===== config.mk =====
export PLATFORM = sky130hd
export DESIGN_NAME = varint_stream_decoder_unit_flat
export DESIGN_NICKNAME = d
export VERILOG_FILES = /design/src/sv/vsd_pkg.sv /design/src/sv/vsd_if.sv /design/src/sv/vsd_front.sv /design/src/sv/vsd_queue.sv /design/src/sv/vsd_back.sv /design/src/sv/varint_stream_decoder_unit.sv /design/src/flat_wrapper.sv
export SDC_FILE = /design/constraint.sdc
export NUM_CORES = 1
export LEC_CHECK = 0
export ABC_AREA = 1
export BUFFER_PORTS_ARGS = -buffer_cell sky130_fd_sc_hd__buf_2
export CAP_MARGIN = 20
export CORE_MARGIN = 2
export CORE_UTILIZATION = 40
export CTS_CLUSTER_SIZE = 30
export DETAILED_ROUTE_END_ITERATION = 10
export PLACE_DENSITY = 0.59
export SYNTH_ARGS = -nofsm -noshare
export SYNTH_HDL_FRONTEND = slang
export SYNTH_SLANG_ARGS = --single-unit

===== constraint.sdc =====
create_clock -name clk -period 8.5 [get_ports clk]
set_input_delay 0.85 -clock clk [delete_from_list [all_inputs] [get_ports clk]]
set_output_delay 0.85 -clock clk [all_outputs]
set_load 0.005 [all_outputs]

===== src/sv/vsd_pkg.sv =====
// ----------------------------------------------------------------------------
// vsd_pkg
// Types and constants of the varint stream decoder.
// ----------------------------------------------------------------------------
`default_nettype none

package vsd_pkg;

	localparam int BYTE_W      = 8;
	localparam int DIGIT_W     = 7;
	localparam int VALUE_W     = 64;
	localparam int COUNT_W     = 4;
	localparam int STATUS_W    = 2;
	localparam int MAX_BYTES   = 10;
	localparam int LAST_POS    = MAX_BYTES - 1;
	localparam int SHIFT_W     = 6;
	localparam int HALF_W      = 32;

	localparam int QUEUE_DEPTH = 2;
	localparam int QUEUE_PTR_W = 1;
	localparam int QUEUE_CNT_W = 2;

	localparam int APB_DATA_W  = 32;
	localparam int APB_ADDR_W  = 3;

	typedef enum logic [STATUS_W-1:0] {
		ST_OK        = 2'd0,
		ST_OVERFLOW  = 2'd1,
		ST_TRUNCATED = 2'd2,
		ST_EXCEEDS32 = 2'd3
	} vsd_status_t;

	// What the back end must do with one byte
	typedef enum logic [1:0] {
		KIND_CONT,
		KIND_TERM,
		KIND_OVF,
		KIND_TRUNC
	} vsd_kind_t;

	typedef struct packed {
		logic [DIGIT_W-1:0] digit;
		logic [COUNT_W-1:0] pos;
		vsd_kind_t          kind;
	} vsd_entry_t;

	// Register word indexes on the configuration port
	typedef enum logic [0:0] {
		REG_MODE_32BIT = 1'b0,
		REG_NONE       = 1'b1
	} vsd_reg_t;

endpackage

`default_nettype wire


===== src/sv/vsd_if.sv =====
// ----------------------------------------------------------------------------
// vsd_byte_if / vsd_result_if
// Valid/ready channels for stream bytes and decoded results.
// ----------------------------------------------------------------------------
`default_nettype none

interface vsd_byte_if;
	logic                        valid;
	logic                        ready;
	logic [vsd_pkg::BYTE_W-1:0]  data_byte;
	logic                        buffer_end;

	modport source(output valid, data_byte, buffer_end, input ready);
	modport sink(input valid, data_byte, buffer_end, output ready);
endinterface

interface vsd_result_if;
	logic                         valid;
	logic                         ready;
	logic [vsd_pkg::VALUE_W-1:0]  value;
	logic [vsd_pkg::COUNT_W-1:0]  byte_count;
	logic [vsd_pkg::STATUS_W-1:0] status;

	modport source(output valid, value, byte_count, status, input ready);
	modport sink(input valid, value, byte_count, status, output ready);
endinterface

`default_nettype wire


===== src/sv/vsd_front.sv =====
// ----------------------------------------------------------------------------
// vsd_front
// Accepts stream bytes, tracks the byte position and classifies each byte.
// ----------------------------------------------------------------------------
`default_nettype none

module vsd_front (
	input  wire logic             clk,
	input  wire logic             arst_n,
	vsd_byte_if.sink              stream,
	input  wire logic             q_full,
	output logic                  push,
	output vsd_pkg::vsd_entry_t   entry
);

	logic [vsd_pkg::COUNT_W-1:0] pos_q;
	logic                        at_last;
	logic                        digit_big;

	assign stream.ready = !q_full;
	assign push         = stream.valid && !q_full;

	assign at_last   = (pos_q == vsd_pkg::COUNT_W'(vsd_pkg::LAST_POS));
	assign digit_big = (stream.data_byte[vsd_pkg::DIGIT_W-1:0] > vsd_pkg::DIGIT_W'(1));

	always_comb begin
		entry.digit = stream.data_byte[vsd_pkg::DIGIT_W-1:0];
		entry.pos   = pos_q;
		if (!stream.data_byte[vsd_pkg::BYTE_W-1]) begin
			entry.kind = (at_last && digit_big) ? vsd_pkg::KIND_OVF : vsd_pkg::KIND_TERM;
		end else if (at_last) begin
			// overflow wins over buffer end
			entry.kind = vsd_pkg::KIND_OVF;
		end else if (stream.buffer_end) begin
			entry.kind = vsd_pkg::KIND_TRUNC;
		end else begin
			entry.kind = vsd_pkg::KIND_CONT;
		end
	end

	always_ff @(posedge clk or negedge arst_n) begin
		if (!arst_n) begin
			pos_q <= '0;
		end else if (push) begin
			// advance on a continuation byte, restart after any result
			pos_q <= (entry.kind == vsd_pkg::KIND_CONT) ? pos_q + 1'b1 : '0;
		end
	end

endmodule

`default_nettype wire


===== src/sv/vsd_queue.sv =====
// ----------------------------------------------------------------------------
// vsd_queue
// Two-entry queue of classified bytes between front and back end.
// ----------------------------------------------------------------------------
`default_nettype none

module vsd_queue (
	input  wire logic           clk,
	input  wire logic           arst_n,
	input  wire logic           push,
	input  vsd_pkg::vsd_entry_t wr_entry,
	output logic                full,
	output logic                q_valid,
	input  wire logic           pop,
	output vsd_pkg::vsd_entry_t rd_entry
);

	vsd_pkg::vsd_entry_t             mem_q [vsd_pkg::QUEUE_DEPTH];
	logic [vsd_pkg::QUEUE_PTR_W-1:0] wr_ptr_q;
	logic [vsd_pkg::QUEUE_PTR_W-1:0] rd_ptr_q;
	logic [vsd_pkg::QUEUE_CNT_W-1:0] cnt_q;

	assign full     = (cnt_q == vsd_pkg::QUEUE_CNT_W'(vsd_pkg::QUEUE_DEPTH));
	assign q_valid  = (cnt_q != '0);
	assign rd_entry = mem_q[rd_ptr_q];

	always_ff @(posedge clk) begin
		if (push) begin
			mem_q[wr_ptr_q] <= wr_entry;
		end
	end

	always_ff @(posedge clk or negedge arst_n) begin
		if (!arst_n) begin
			wr_ptr_q <= '0;
			rd_ptr_q <= '0;
			cnt_q    <= '0;
		end else begin
			if (push) begin
				wr_ptr_q <= wr_ptr_q + 1'b1;
			end
			if (pop) begin
				rd_ptr_q <= rd_ptr_q + 1'b1;
			end
			case ({push, pop})
				2'b10:   cnt_q <= cnt_q + 1'b1;
				2'b01:   cnt_q <= cnt_q - 1'b1;
				default: cnt_q <= cnt_q;
			endcase
		end
	end

endmodule

`default_nettype wire


===== src/sv/vsd_back.sv =====
// ----------------------------------------------------------------------------
// vsd_back
// Merges digits into the accumulator and registers finished results.
// ----------------------------------------------------------------------------
`default_nettype none

module vsd_back (
	input  wire logic           clk,
	input  wire logic           arst_n,
	input  wire logic           mode_32bit,
	input  wire logic           q_valid,
	input  vsd_pkg::vsd_entry_t entry,
	output logic                pop,
	vsd_result_if.source        result
);

	logic [vsd_pkg::VALUE_W-1:0]  acc_q;
	logic [vsd_pkg::VALUE_W-1:0]  value_q;
	logic [vsd_pkg::COUNT_W-1:0]  count_q;
	vsd_pkg::vsd_status_t         status_q;
	logic                         out_valid_q;

	logic [vsd_pkg::SHIFT_W-1:0]  shamt;
	logic [vsd_pkg::VALUE_W-1:0]  merged;
	logic                         exceeds;
	logic                         emit;

	// digit weight is 7 * position; digit bits past bit 63 fall off
	assign shamt   = vsd_pkg::SHIFT_W'(entry.pos) * vsd_pkg::SHIFT_W'(vsd_pkg::DIGIT_W);
	assign merged  = acc_q | ({{(vsd_pkg::VALUE_W-vsd_pkg::DIGIT_W){1'b0}}, entry.digit} << shamt);
	assign exceeds = (merged[vsd_pkg::VALUE_W-1:vsd_pkg::HALF_W] != '0);

	assign pop  = q_valid && (!out_valid_q || result.ready);
	assign emit = pop && (entry.kind != vsd_pkg::KIND_CONT);

	assign result.valid      = out_valid_q;
	assign result.value      = value_q;
	assign result.byte_count = count_q;
	assign result.status     = status_q;

	always_ff @(posedge clk or negedge arst_n) begin
		if (!arst_n) begin
			acc_q       <= '0;
			out_valid_q <= 1'b0;
		end else begin
			if (pop) begin
				acc_q <= (entry.kind == vsd_pkg::KIND_CONT) ? merged : '0;
			end
			if (emit) begin
				out_valid_q <= 1'b1;
			end else if (result.ready) begin
				out_valid_q <= 1'b0;
			end
		end
	end

	always_ff @(posedge clk) begin
		if (emit) begin
			case (entry.kind)
				vsd_pkg::KIND_TERM: begin
					if (mode_32bit && exceeds) begin
						value_q  <= '0;
						count_q  <= '0;
						status_q <= vsd_pkg::ST_EXCEEDS32;
					end else begin
						value_q  <= merged;
						count_q  <= entry.pos + 1'b1;
						status_q <= vsd_pkg::ST_OK;
					end
				end
				vsd_pkg::KIND_TRUNC: begin
					value_q  <= '0;
					count_q  <= '0;
					status_q <= vsd_pkg::ST_TRUNCATED;
				end
				default: begin
					value_q  <= '0;
					count_q  <= '0;
					status_q <= vsd_pkg::ST_OVERFLOW;
				end
			endcase
		end
	end

endmodule

`default_nettype wire


===== src/sv/varint_stream_decoder_unit.sv =====
// Path: the queue stores each byte; the back end pops it and registers any result.
// Throughput: one byte per cycle, set by the back end taking one queue entry a cycle.
// A result waiting at the output holds the back end; the queue takes up to two
// bytes before the input stalls.
// Reset: arst_n asynchronously clears the position, queue, accumulator,
// output valid and mode_32bit; no clearing pass is needed.
// ----------------------------------------------------------------------------
// varint_stream_decoder_unit
// Unsigned LEB128 decoder, 64-bit, with an APB register for 32-bit mode.
// ----------------------------------------------------------------------------
`default_nettype none

module varint_stream_decoder_unit (
	input  wire logic                              clk,
	input  wire logic                              arst_n,
	vsd_byte_if.sink                               stream,
	vsd_result_if.source                           result,
	input  wire logic                              psel,
	input  wire logic                              penable,
	input  wire logic                              pwrite,
	input  wire logic [vsd_pkg::APB_ADDR_W-1:0]    paddr,
	input  wire logic [vsd_pkg::APB_DATA_W-1:0]    pwdata,
	output logic      [vsd_pkg::APB_DATA_W-1:0]    prdata,
	output logic                                   pready
);

	logic                 mode_32bit_q;
	logic                 push;
	logic                 pop;
	logic                 q_full;
	logic                 q_valid;
	vsd_pkg::vsd_entry_t  wr_entry;
	vsd_pkg::vsd_entry_t  rd_entry;
	logic                 reg_sel;
	logic                 cfg_write;

	assign pready    = 1'b1;
	assign reg_sel   = (paddr[vsd_pkg::APB_ADDR_W-1] == vsd_pkg::REG_MODE_32BIT);
	assign cfg_write = psel && penable && pwrite && pready && reg_sel;
	assign prdata    = reg_sel ? {{(vsd_pkg::APB_DATA_W-1){1'b0}}, mode_32bit_q} : '0;

	always_ff @(posedge clk or negedge arst_n) begin
		if (!arst_n) begin
			mode_32bit_q <= 1'b0;
		end else if (cfg_write) begin
			mode_32bit_q <= pwdata[0];
		end
	end

	vsd_front u_front (
		.clk    (clk),
		.arst_n (arst_n),
		.stream (stream),
		.q_full (q_full),
		.push   (push),
		.entry  (wr_entry)
	);

	vsd_queue u_queue (
		.clk      (clk),
		.arst_n   (arst_n),
		.push     (push),
		.wr_entry (wr_entry),
		.full     (q_full),
		.q_valid  (q_valid),
		.pop      (pop),
		.rd_entry (rd_entry)
	);

	vsd_back u_back (
		.clk        (clk),
		.arst_n     (arst_n),
		.mode_32bit (mode_32bit_q),
		.q_valid    (q_valid),
		.entry      (rd_entry),
		.pop        (pop),
		.result     (result)
	);

endmodule

`default_nettype wire


===== src/flat_wrapper.sv =====
// flat-port wrapper written by rule: the top's interface ports become plain ports
module varint_stream_decoder_unit_flat 
  (clk, arst_n, psel, penable, pwrite, paddr, pwdata, prdata, pready, stream_valid, stream_data_byte, stream_buffer_end, stream_ready, result_valid, result_value, result_byte_count, result_status, result_ready);
  vsd_byte_if stream_i ();
  vsd_result_if result_i ();
  input  wire logic clk;
  input  wire logic arst_n;
  input  wire logic psel;
  input  wire logic penable;
  input  wire logic pwrite;
  input  wire logic [vsd_pkg::APB_ADDR_W-1:0] paddr;
  input  wire logic [vsd_pkg::APB_DATA_W-1:0] pwdata;
  output logic      [vsd_pkg::APB_DATA_W-1:0] prdata;
  output logic pready;
  input wire logic [$bits(stream_i.valid)-1:0] stream_valid;
  input wire logic [$bits(stream_i.data_byte)-1:0] stream_data_byte;
  input wire logic [$bits(stream_i.buffer_end)-1:0] stream_buffer_end;
  output wire logic [$bits(stream_i.ready)-1:0] stream_ready;
  output wire logic [$bits(result_i.valid)-1:0] result_valid;
  output wire logic [$bits(result_i.value)-1:0] result_value;
  output wire logic [$bits(result_i.byte_count)-1:0] result_byte_count;
  output wire logic [$bits(result_i.status)-1:0] result_status;
  input wire logic [$bits(result_i.ready)-1:0] result_ready;
  assign stream_i.valid = stream_valid;
  assign stream_i.data_byte = stream_data_byte;
  assign stream_i.buffer_end = stream_buffer_end;
  assign stream_ready = stream_i.ready;
  assign result_valid = result_i.valid;
  assign result_value = result_i.value;
  assign result_byte_count = result_i.byte_count;
  assign result_status = result_i.status;
  assign result_i.ready = result_ready;
  varint_stream_decoder_unit u_core (.clk(clk), .arst_n(arst_n), .stream(stream_i), .result(result_i), .psel(psel), .penable(penable), .pwrite(pwrite), .paddr(paddr), .pwdata(pwdata), .prdata(prdata), .pready(pready));
endmodule

# Yosys cells after proc, flatten, opt, wreduce, memory -nomap -nowiden
# Memory sizes are Yosys's and may differ from the RTL's.
# Cells that the tools add are included.
[word_totals]
in_bits = 51
mem_count = 1
register_bits = 144
ramBits = 26
[op_classes]
order_cmp = 1
bitwise_logic = 3
n_shift = 1
add_sub_neg = 6
mux = 14
reduce_logical = 19
multipliers = 1
n_eq_ne = 6
[mem_list]
columns = ["memory", "words", "width", "rd", "rd_clocked_by_memory_dff", "write_ports", "line", "source"]
rows = [
  ["u_core.u_queue.mem_q", 2, 13, 1, 0, 1, "vsd_queue.sv:18", "vsd_pkg::vsd_entry_t mem_q [vsd_pkg::QUEUE_DEPTH];"],
]
[op_table]
columns = ["operator", "count"]
rows = [
  ["2-to-1 mux 64 bit", 1],
  ["bitwise OR 64 bit", 1],
  ["<< shifter 7 x 6 -> 64 bit", 1],
  ["nonzero test 32 bit", 1],
  ["2-to-1 mux 2 bit", 5],
  ["adder 4 x 1 -> 4 bit (second input constant)", 2],
  ["logical AND 1 bit", 8],
  ["case mux 2 bit (2 select lines)", 2],
  ["nonzero test 2 bit", 4],
  ["greater-than comparator 7 x 1 -> 1 bit (second input constant)", 1],
  ["== test 2 bit (second input constant)", 3],
  ["multiplier 4 x 3 -> 6 bit (second input constant)", 1],
  ["2-to-1 mux 1 bit", 5],
  ["== test 2 x 1 -> 1 bit (second input constant)", 2],
  ["== test 4 bit (second input constant)", 1],
  ["zero test 2 bit", 2],
  ["2-to-1 mux 4 bit", 1],
  ["adder 1 bit (second input constant)", 2],
  ["adder 2 x 1 -> 2 bit (second input constant)", 1],
  ["zero test 1 bit", 2],
  ["inverter 1 bit", 2],
  ["OR reduction 2 bit", 1],
  ["subtractor 2 x 1 -> 2 bit (second input constant)", 1],
  ["logical OR 1 bit", 1],
]

# Logic depth before layout (Yosys ltp)
# Gate-level depths: netlist of the first run.
# An unclocked memory read counts as a cell.
[depth]
ltp_word = 8
mapped_depth = 27
ltp_nobuf = 23

# By module
# From an unflattened synthesis of the first run, not the netlist that was laid out.
[hier_totals]
hier_cells = 902
hier_area_um2 = 8528.2
[by_module_without_submodules]
columns = ["module", "cells_per_inst", "n_inst", "area_each_um2", "seq_area_each_um2"]
rows = [
  ["vsd_back", 711, 1, 6630.1, 3728.6],
  ["vsd_queue", 92, 1, 1214.9, 880.8],
  ["vsd_front", 54, 1, 369.1, 100.1],
  ["varint_stream_decoder_unit", 45, 1, 314.1, 25.0],
]

# Worst setup path after synthesis of the first run
# OpenSTA, ideal clock, no wires.
[synth_path]
kind = "register to register"
from = "register u_core.u_queue.rd_ptr_q"
to = "register u_core.u_back.value_q, in the netlist u_core.u_back.result.value[16], data pin"
path_stages_with_launch = 26
required_ns = 8.239
arrival_ns = 3.917
period_less_slack_ns = 4.178
slack_ns = 4.322
cell_sequence = "dfrtp_1 buf_6 buf_4 o21ai_0 inv_1 fa_1 ha_1 inv_1 fa_1 inv_1 clkbuf_1 nand4_1 nand2_1 nand3_1 nand2_1 inv_2 nand2_1 nor2_1 nand2_1 nor2_1 nand2_1 nand2_1 nand2_2 buf_6 buf_12 nor2_4"
[synth_via]
elab_chain_cells = 7
elab_cells_between_ends = 9
cone_classes = "mul (1); eq/ne (1); shift (1); bitwise (2); reduce/logical (3); memory (1)"
[synth_rtl]
columns = ["element", "line", "source"]
rows = [
  ["start, declared", "vsd_queue.sv:20", "logic [vsd_pkg::QUEUE_PTR_W-1:0] rd_ptr_q;"],
  ["start signal, assigned", "vsd_queue.sv:43", "rd_ptr_q <= rd_ptr_q + 1'b1;"],
  ["memory read (2 x 13 bit) *", "n/a", ""],
  ["multiplier 4 x 3 -> 6 bit", "vsd_back.sv:29", "assign shamt = vsd_pkg::SHIFT_W'(entry.pos) * vsd_pkg::SHIFT_W'(vsd_pkg::DIGIT_W);"],
  ["<< shifter 7 x 6 -> 64 bit", "vsd_back.sv:30", "assign merged = acc_q | ({{(vsd_pkg::VALUE_W-vsd_pkg::DIGIT_W){1'b0}}, entry.digit} << shamt);"],
  ["bitwise OR 64 bit", "vsd_back.sv:30", ""],
  ["nonzero test 32 bit", "vsd_back.sv:31", "assign exceeds = (merged[vsd_pkg::VALUE_W-1:vsd_pkg::HALF_W] != '0);"],
  ["logical AND 1 bit", "vsd_back.sv:61", "if (mode_32bit && exceeds) begin"],
  ["OR reduction 2 bit (no source line)", "n/a", ""],
  ["end signal, assigned", "vsd_back.sv:66", "value_q <= merged;"],
  ["end, declared", "vsd_back.sv:18", "logic [vsd_pkg::VALUE_W-1:0] value_q;"],
]
# Mark *: on every way between the ends. The rest lies on a longest branch, timed or not.
# A chain may end at the register's enable or synchronous reset.

# Final worst setup path of the first run
[layout_path]
from = "register u_core.u_queue.rd_ptr_q"
to = "register u_core.u_back.value_q, in the netlist u_core.u_back.result.value[34], data pin"
# Same word-level chain as after synthesis.

==> results of run 1 <==
==> metrics by stage <==
stage               hold slack [ns]  util [%]  std cells
floorplan                    0.4681         -        935
global placement             0.4976     43.27       1233
detailed placement           0.5058     43.32       1234
CTS                          0.5193     46.14       1266
global route                 0.5398     46.27       1267
finish                       0.5138     46.27       1267
==> final cells by class <==
class | count | area [um2]
fillers | 2023 | 11290
flip-flops and latches | 170 | 4735
multi-input cells | 562 | 3010
repair buffers | 102 | 564.3
inverters | 126 | 480.5
clock buffers | 22 | 474.2
well taps | 275 | 344.1
clock inverters | 10 | 118.9
==> synthesized netlist by cell type, types with 7 or more instances <==
cell type  instances
ha_1               9
edfxtp_1          96
dfrtp_1           74
inv_1            114
nand2_2           14
o31ai_1           11
a211oi_1          33
nand2_1          139
nand4_1           29
clkbuf_1          23
o21ai_0           44
nand3_1           45
buf_2             11
inv_2             10
a31o_2             7
a21oi_1           17
buf_4             33
nor2_1           121
nor2_4            20
==> sequential cells by signal, summed over array words and instances (netlist names) <==
register,cells
u_core.u_queue.wr_ptr_q,1
u_core.u_front.pos_q,4
u_core.u_back.result.byte_count,4
u_core.u_back.result.status,2
u_core.mode_32bit_q,1
u_core.u_back.acc_q,64
u_core.u_queue.mem_q,26
u_core.u_queue.rd_ptr_q,1
u_core.u_queue.cnt_q,2
u_core.u_back.result.valid,1
u_core.u_back.result.value,64
==> critical path, delay by kind of cell (launching register included) <==
kind,cells,cell delay (ns)
buf+inv,8,1.77
simple gates,10,1.49
compound gates,2,0.76
xor+xnor,1,0.14
fa+ha+maj,3,1.07
flops,1,0.44
==> logic make-up (layout without fill, tap and decap cells) <==
logic type	after synthesis	after routing	synth area share [%]
adders and majority gates	12	12	2.013
xor gates and xnor gates	8	8	0.8166
buffers and inverters	203	260	11.39
and+or+nand+nor	383	383	21.15
other	2	32	0.08753
AOI/OAI and AO/OA	127	127	9.363
DFF	170	170	55.18
==> final timing paths <==
kind | cells past startpoint | to | from | slack [ns]
max in group asynchronous | 2 | u_core.u_back.acc_q[29] | arst_n | 7.19
setup / recovery | 24 | u_core.u_back.result.value[34] | u_core.u_queue.rd_ptr_q | 2.60
setup reg to reg | 24 | u_core.u_back.result.value[34] | u_core.u_queue.rd_ptr_q | 2.60
hold / removal | 2 | u_core.u_back.acc_q[2] | u_core.u_back.acc_q[2] | 0.51
hold reg to reg | 2 | u_core.u_back.acc_q[2] | u_core.u_back.acc_q[2] | 0.51
min in group asynchronous | 2 | u_core.u_back.result.valid | arst_n | 0.64
==> metal layers <==
metal  global-route usage (%)  vias up  wire length [um]  part of all wire [%]
met5                        0        -                 0                     0
met4                    6.038        0               405                   2.2
met3                    3.818       32               997                   5.3
met2                    26.09      179              8329                    44
met1                    25.44     2927              9082                    48
li1                         -     3062                 -                     -
==> results_dict.tcl, run 1 <==
set metrics [dict create \
    slowest_delay_ns 0.68 \
    ant_nets 0 \
    antenna_found_initial 0 \
    hold_path.class "flip-flop to flip-flop" \
    clk_root_buffer_cell "clkbuf_16" \
    status "finished, final reports clean" \
    cpMaxStageDelayCell "o21ai_0" \
    die_y_um 150.5 \
    layout_common_cells "139 x nand2_1, 121 x nor2_1, 114 x inv_1" \
    avgSynthCellArea_um2 9.480 \
    dpl.hpwl_um 12650 \
    htreeDepth 4 \
    synth_edf_count 96 \
    final_nets 1042 \
    worstPathCellList "buf_4 -> o21ai_0 -> inv_1 -> fa_1 -> ha_1 -> inv_1 -> fa_1 -> xnor2_2 -> buf_4 -> inv_1 -> buf_4 -> nor2_1 -> inv_1 -> o21bai_1 -> nor2_1 -> nand2_1 -> nor2_1 -> nand3_2 -> nor2_1 -> nand2_1 -> nand2_1 -> nand2_4 -> buf_16 -> nor2_1" \
    gr-usage-all-layers_pct 17.56 \
    stdcell_area_um2 9727 \
    finalSetupViolCount 0 \
    wl_per_cell_um 14.85 \
    initial_utilization_pct 40.81 \
    vias_per_cell 4.893 \
    fp-row-count 53 \
    max_slew_margin_pct 33.22 \
    cts_buffers 17 \
    fmax_ghz 0.1695 \
    mostFrequentLayoutCell "nand2_1" \
    cap_viol_max_count 0 \
    drtIter0Drc 422 \
    final_max_slew_viol_count 0 \
    syn_to_final_growth_pct 13.37 \
    rsz0062_at_grt "no" \
    critPathArrivalTime_ns 6.18 \
    cts.repair.resized 0 \
    ys_ff_latch 170 \
    synth_top_flop_cell "edfxtp_1" \
    yosysWarnings 0 \
    place_area_um2 9106 \
    synth_cell_types 41 \
    gp_congestion 0.8490 \
    num_antenna_cells 0 \
    cp-end-kind "flip-flop" \
    cp.required_ns 8.77 \
    grt_pass1_vias 5847 \
    dr.pass1.iters 7 \
    clockBufferDepth 2 \
    grt_pass1_wl_um 30500 \
    startpoint_type "flip-flop" \
    fin_tns_setup_ns 0 \
    crit_type "flip-flop to flip-flop" \
    cts.reportedPaths.clkPinSlew_ns 0.06 \
    portBuffers 90 \
    ys_seq_area_share_pct 55.18 \
    io_pins 156 \
    wirelength_um 18820 \
    synthCells 905 \
    grt_max_degree 75 \
    async_reset_ff_share_pct 43.53 \
    clkSinkCount 170 \
    timing.final.ws_setup_ns 2.599 \
    syn_area_um2 8579 \
    die_w_um 150.5 \
    critical_path.max_fanout 49 \
    hold_viol_final 0 \
    die-area_um2 22640 \
    cts_setup_buffers 0 \
    core_um2 21020 \
    skew_ns 0.009892 \
    period_minus_slack_ns 5.901 \
    clk_latency_ns 0.43 \
    synth_top_area_cell "edfxtp_1" \
    overflow 0 \
    tightest_slew_ns 1.001 \
    fin_crit_sh_pct 69.42 \
    hold_buffers 0 \
    cts_tree "built" \
    preCtsSetupSlack_ns 2.311 \
    drive_gt1_share_pct 20.36 \
    yosys.area.top_type_share_pct 33.60 \
    drcViolationCount 0 \
    num_vias 6200 \
    yosys-top-cells-area "edfxtp_1 34%, dfrtp_1 22%, nand2_1 6.1%" \
    crit_top_cell "nor2_1" \
]
Power of run 1 is left out: the tool's default activity adds up to more than one toggle a clock period on the data nets, which glitch-free logic cannot reach.
==> run 2: changes to the inputs <==
Settings changed: PLACE_DENSITY 0.59 to 0.61.
Clock period 8.5 ns to 4.9 ns, I/O delays scaled along.
==> results_dict.tcl, run 2 (synthesized netlist as in run 1, its figures left out) <==
set metrics [dict create \
    syn_to_final_growth_pct 14.79 \
    fin_tns_setup_ns 0 \
    cpMaxStageDelayCell "fa_2" \
    timing.critical_path.buf_inv 6 \
    die-area_um2 22640 \
    clkSinkCount 170 \
    max_slew_margin_pct 35.21 \
    status "finished, final reports clean" \
    final_max_slew_viol_count 0 \
    antenna_found_initial 0 \
    cap_viol_max_count 0 \
    final_nets 1059 \
    vias_per_cell 4.849 \
    overflow 0 \
    period_minus_slack_ns 4.581 \
    hold_viol_final 0 \
    critical_path.max_fanout 18 \
    clockBufferDepth 2 \
    hold_slack_ns 0.07074 \
    finalSetupViolCount 0 \
    wl_per_cell_um 14.82 \
    layout_common_cells "138 x nand2_1, 119 x nor2_1, 113 x inv_1" \
    met2WireLength_um 8681 \
    cts_tree "built" \
    cpLargestDelayFamily "simple AND/OR/NAND/NOR gates" \
    drive_gt1_share_pct 22.12 \
    regArea_um2 4735 \
    worstPathCellList "inv_8 -> or2_2 -> o21ai_1 -> inv_1 -> fa_1 -> ha_1 -> inv_1 -> fa_2 -> clkinvlp_2 -> nand4_1 -> nand2_2 -> nand3_1 -> nand2_1 -> inv_2 -> nand2_1 -> nor2_1 -> nand2_1 -> nor2_1 -> nand2_1 -> nand2_1 -> nand2_4 -> buf_12 -> nor2_1" \
    fp-row-count 53 \
    drtIter0Drc 456 \
    wl_met3_um 1216 \
    grt_pass1_wl_um 30190 \
    ant_nets 0 \
    portBuffers 90 \
    rsz0062_at_grt "no" \
    grt_pass1_vias 5736 \
    gr-usage-all-layers_pct 17.40 \
    cp.required_ns 5.16 \
    clk_latency_ns 0.43 \
    wirelength_um 19020 \
    num_antenna_cells 0 \
    fmax_ghz 0.2183 \
    io_pins 156 \
    die_w_um 150.5 \
    top_layer "met4" \
    dpl.hpwl_um 13080 \
    die_y_um 150.5 \
    num_vias 6221 \
    cts.reportedPaths.clkPinSlew_ns 0.06 \
    initial_utilization_pct 40.81 \
    cp-end-kind "flip-flop" \
    skew_ns 0.009248 \
    preCtsSetupSlack_ns 0.1210 \
    mostFrequentLayoutCell "nand2_1" \
    critPathArrivalTime_ns 4.84 \
    gp_congestion 0.8406 \
    startpoint_type "flip-flop" \
    crit_type "flip-flop to flip-flop" \
    fin_crit_sh_pct 93.50 \
    multiInputGateArea_um2 3028 \
    clk_root_buffer_cell "clkbuf_16" \
    wl_met1_um 8915 \
    drcViolationCount 0 \
    cts_buffers 17 \
    slowest_delay_ns 0.60 \
    timing.final.ws_setup_ns 0.3187 \
    core_um2 21020 \
    dr.pass1.iters 5 \
    num-fill-cells 1991 \
    crit_top_cell "nand2_1" \
    tightest_slew_ns 0.9708 \
    hold_path.class "primary input to async pin" \
    htreeDepth 4 \
    grt_max_degree 75 \
]
[run 2: cell count changes in the layout (fill, tap and decap cells not counted), moves of 2 or more]
cell        previous run  this run
buf_12                 0         2
clkbuf_8               3         0
nor2_1               121       119
a21oi_2                3         5
buf_6                  1         3
inv_6                  0         3
nor2_2                 2         4
clkinvlp_4             2         5
clkinv_4               4         0
a21oi_1               16        14
buf_4                 10        22
[run 2: per-layer routing]
| metal | up-vias | track usage, % |
|---|---|---|
| met5 | - | 0 |
| met1 | 2900 | 25.55 |
| met2 | 209 | 26.30 |
| li1 | 3094 | - |
| met3 | 18 | 3.485 |
| met4 | 0 | 4.717 |
[run 2: final timing paths]
kind | slack [ns] | from | end | cells past startpoint
setup / recovery | 0.32 | u_core.u_queue.rd_ptr_q | u_core.u_back.result.value[51] | 23
hold / removal | 0.07 | arst_n | u_core.mode_32bit_q | 2
min in group clk | 0.26 | stream_data_byte[0] | u_core.u_queue.mem_q[1][6] | 1
hold reg to reg | 0.52 | u_core.u_back.acc_q[62] | u_core.u_back.acc_q[62] | 2
setup reg to reg | 0.32 | u_core.u_queue.rd_ptr_q | u_core.u_back.result.value[51] | 23
max in group asynchronous | 4.24 | arst_n | u_core.u_back.acc_q[8] | 3
[run 2: through the flow]
step	area (um2)	utilization (%)	std cells
after floorplan	8692	-	935
after global placement	9210	43.81	1245
after detailed placement	9229	43.90	1247
after CTS	9764	46.45	1278
after global routing	9848	46.85	1283
final	9848	46.85	1283
[run 2: repair_timing]
item | CTS | global route
resized for setup | 0 | 10
hold buffers | 0 | 0
buffers inserted | 0 | 3
setup endpoints to repair | 0 | 66
[run 2: layout make-up]
cell class              count  area share, %
flip-flops and latches    170          48.08
multi-input cells         562          30.75
repair buffers            118          7.280
inverters                 126          4.917
clock buffers              20          4.434
well taps                 275          3.494
clock inverters            11          1.004
repair inverters            1        0.05082
[run 2: worst register-to-register path: cells and delay by family, from the launching register on]
family	cells	cell delay [ns]
compound gates	1	0.17
simple gates	13	1.71
flops	1	0.44
fa+ha+maj	3	1.33
buf+inv	6	0.78
Power of run 2 is left out for the same reason.
==> run 3: changes to the inputs <==
Settings changed: RECOVER_POWER from default to 25.
==> results_dict.tcl, run 3 (synthesized netlist as in run 1, its figures left out) <==
set metrics [dict create \
    cap_viol_max_count 2 \
    regArea_um2 4735 \
    multiInputGateArea_um2 3028 \
    mostFrequentLayoutCell "nand2_1" \
    hold_end "u_core.u_queue.mem_q[1][6]" \
    ant_nets 0 \
    startpoint_type "flip-flop" \
    hold_path.class "primary input to flip-flop" \
    wl_per_cell_um 14.86 \
    fp-row-count 53 \
    grt_pass1_wl_um 30190 \
    reg2reg_slack_ns 0.29 \
    status "complete, but fails checks" \
    drive_gt1_share_pct 21.03 \
    crit_type "flip-flop to flip-flop" \
    critPathArrivalTime_ns 4.87 \
    hold_viol_final 0 \
    drcViolationCount 0 \
    min_from "stream_data_byte[0]" \
    grt_max_degree 75 \
    clk_root_buffer_cell "clkbuf_16" \
    die_w_um 150.5 \
    portBuffers 90 \
    fmax_ghz 0.2171 \
    whs_path_depth 1 \
    finalSetupViolCount 0 \
    period_minus_slack_ns 4.607 \
    gp_congestion 0.8406 \
    io_pins 156 \
    cpMaxStageDelayCell "fa_2" \
    slowest_delay_ns 0.60 \
    grt_pass1_vias 5736 \
    violations "max-capacitance violations, max-slew violations" \
    fin_crit_sh_pct 94.02 \
    skew_ns 0.009107 \
    syn_to_final_growth_pct 14.31 \
    r2r_cells 23 \
    core_um2 21020 \
    final_nets 1059 \
    rsz0062_at_grt "no" \
    critical_path.max_fanout 18 \
    dpl.hpwl_um 13080 \
    clockBufferDepth 2 \
    layout_common_cells "138 x nand2_1, 119 x nor2_1, 113 x inv_1" \
    cts.reportedPaths.clkPinSlew_ns 0.06 \
    dr.pass1.iters 5 \
    overflow 0 \
    clkSinkCount 170 \
    antenna_found_initial 0 \
    num-fill-cells 2000 \
    cts_buffers 17 \
    die-area_um2 22640 \
    vias_per_cell 4.815 \
    htreeDepth 4 \
    r2r_end "u_core.u_back.result.value[51]" \
    num_vias 6178 \
    r2r-start "u_core.u_queue.rd_ptr_q" \
    place_area_um2 9229 \
    cts_tree "built" \
    initial_utilization_pct 40.81 \
    final_max_slew_viol_count 89 \
    cp.required_ns 5.16 \
    tightest_slew_ns 2.781 \
    cp-end-kind "flip-flop" \
    clk_latency_ns 0.43 \
    crit_top_cell "nand2_1" \
    die_y_um 150.5 \
    stdcell_area_um2 9807 \
    worstPathCellList "inv_8 -> or2_2 -> o21ai_1 -> inv_1 -> fa_1 -> ha_1 -> inv_1 -> fa_2 -> clkinvlp_2 -> nand4_1 -> nand2_2 -> nand3_1 -> nand2_1 -> inv_2 -> nand2_1 -> nor2_1 -> nand2_1 -> nor2_1 -> nand2_1 -> nand2_1 -> nand2_4 -> buf_12 -> nor2_1" \
    wirelength_um 19070 \
    drtIter0Drc 421 \
    fin_tns_setup_ns 0 \
    num_antenna_cells 0 \
    gr-usage-all-layers_pct 17.40 \
    max_slew_margin_pct -85.39 \
]
-- run 3: layout make-up --
cell class	instances	share of cell area, %
Tap cell	275	3.509
Sequential cell	170	48.28
Inverter	126	4.937
Multi-Input combinational cell	562	30.88
Clock inverter	11	1.008
Timing Repair inverter	1	0.05103
Clock buffer	20	4.453
Timing Repair Buffer	118	6.890
-- run 3: worst max-delay path by stage --
stage | startpoint | to | slack [ns] | cells past startpoint
after floorplan | u_core.u_queue.rd_ptr_q | u_core.u_back.result.value[16] | 0.72 | 25
after global placement | u_core.u_queue.rd_ptr_q | u_core.u_back.result.value[51] | 0.15 | 21
after detailed placement | u_core.u_queue.rd_ptr_q | u_core.u_back.result.value[35] | 0.12 | 22
after CTS | u_core.u_queue.rd_ptr_q | u_core.u_back.result.value[51] | 0.09 | 22
after global routing | u_core.u_queue.rd_ptr_q | u_core.u_back.result.value[4] | 0.008 | 23
final | u_core.u_queue.rd_ptr_q | u_core.u_back.result.value[51] | 0.29 | 23
-- run 3: through the flow --
stage	hold WS, ns	setup WS, ns	instances	utilization, %
after floorplan	0.1944	0.7220	935	-
after global placement	0.4985	0.1514	1245	43.81
after detailed placement	0.5082	0.1210	1247	43.90
after CTS	0.2363	0.08623	1278	46.45
after global routing	0.2873	0.007904	1283	46.65
final	0.2718	0.2930	1283	46.65
-- run 3: worst max-delay path, delay by kind of cell (launching register included) --
kind / cells / cell delay (ns)
compound gates: 1 / 0.17
flops: 1 / 0.44
simple gates: 13 / 1.71
fa+ha+maj: 3 / 1.33
buf+inv: 6 / 0.79
-- run 3: routing by layer --
metal	global-route usage, %	up-vias	routed length, um
met1	25.55	2893	9061
met2	26.30	174	8629
li1	-	3097	-
met5	0	-	0
met3	3.485	14	1177
met4	4.717	0	197
-- run 3: timing repair --
action | 4_1_cts | 5_1_grt
endpoints found under the setup margin | 0 | 66
buffers inserted | 0 | 3
gates resized for setup | 0 | 10
hold buffers | 0 | 0
Power of run 3 is left out for the same reason.
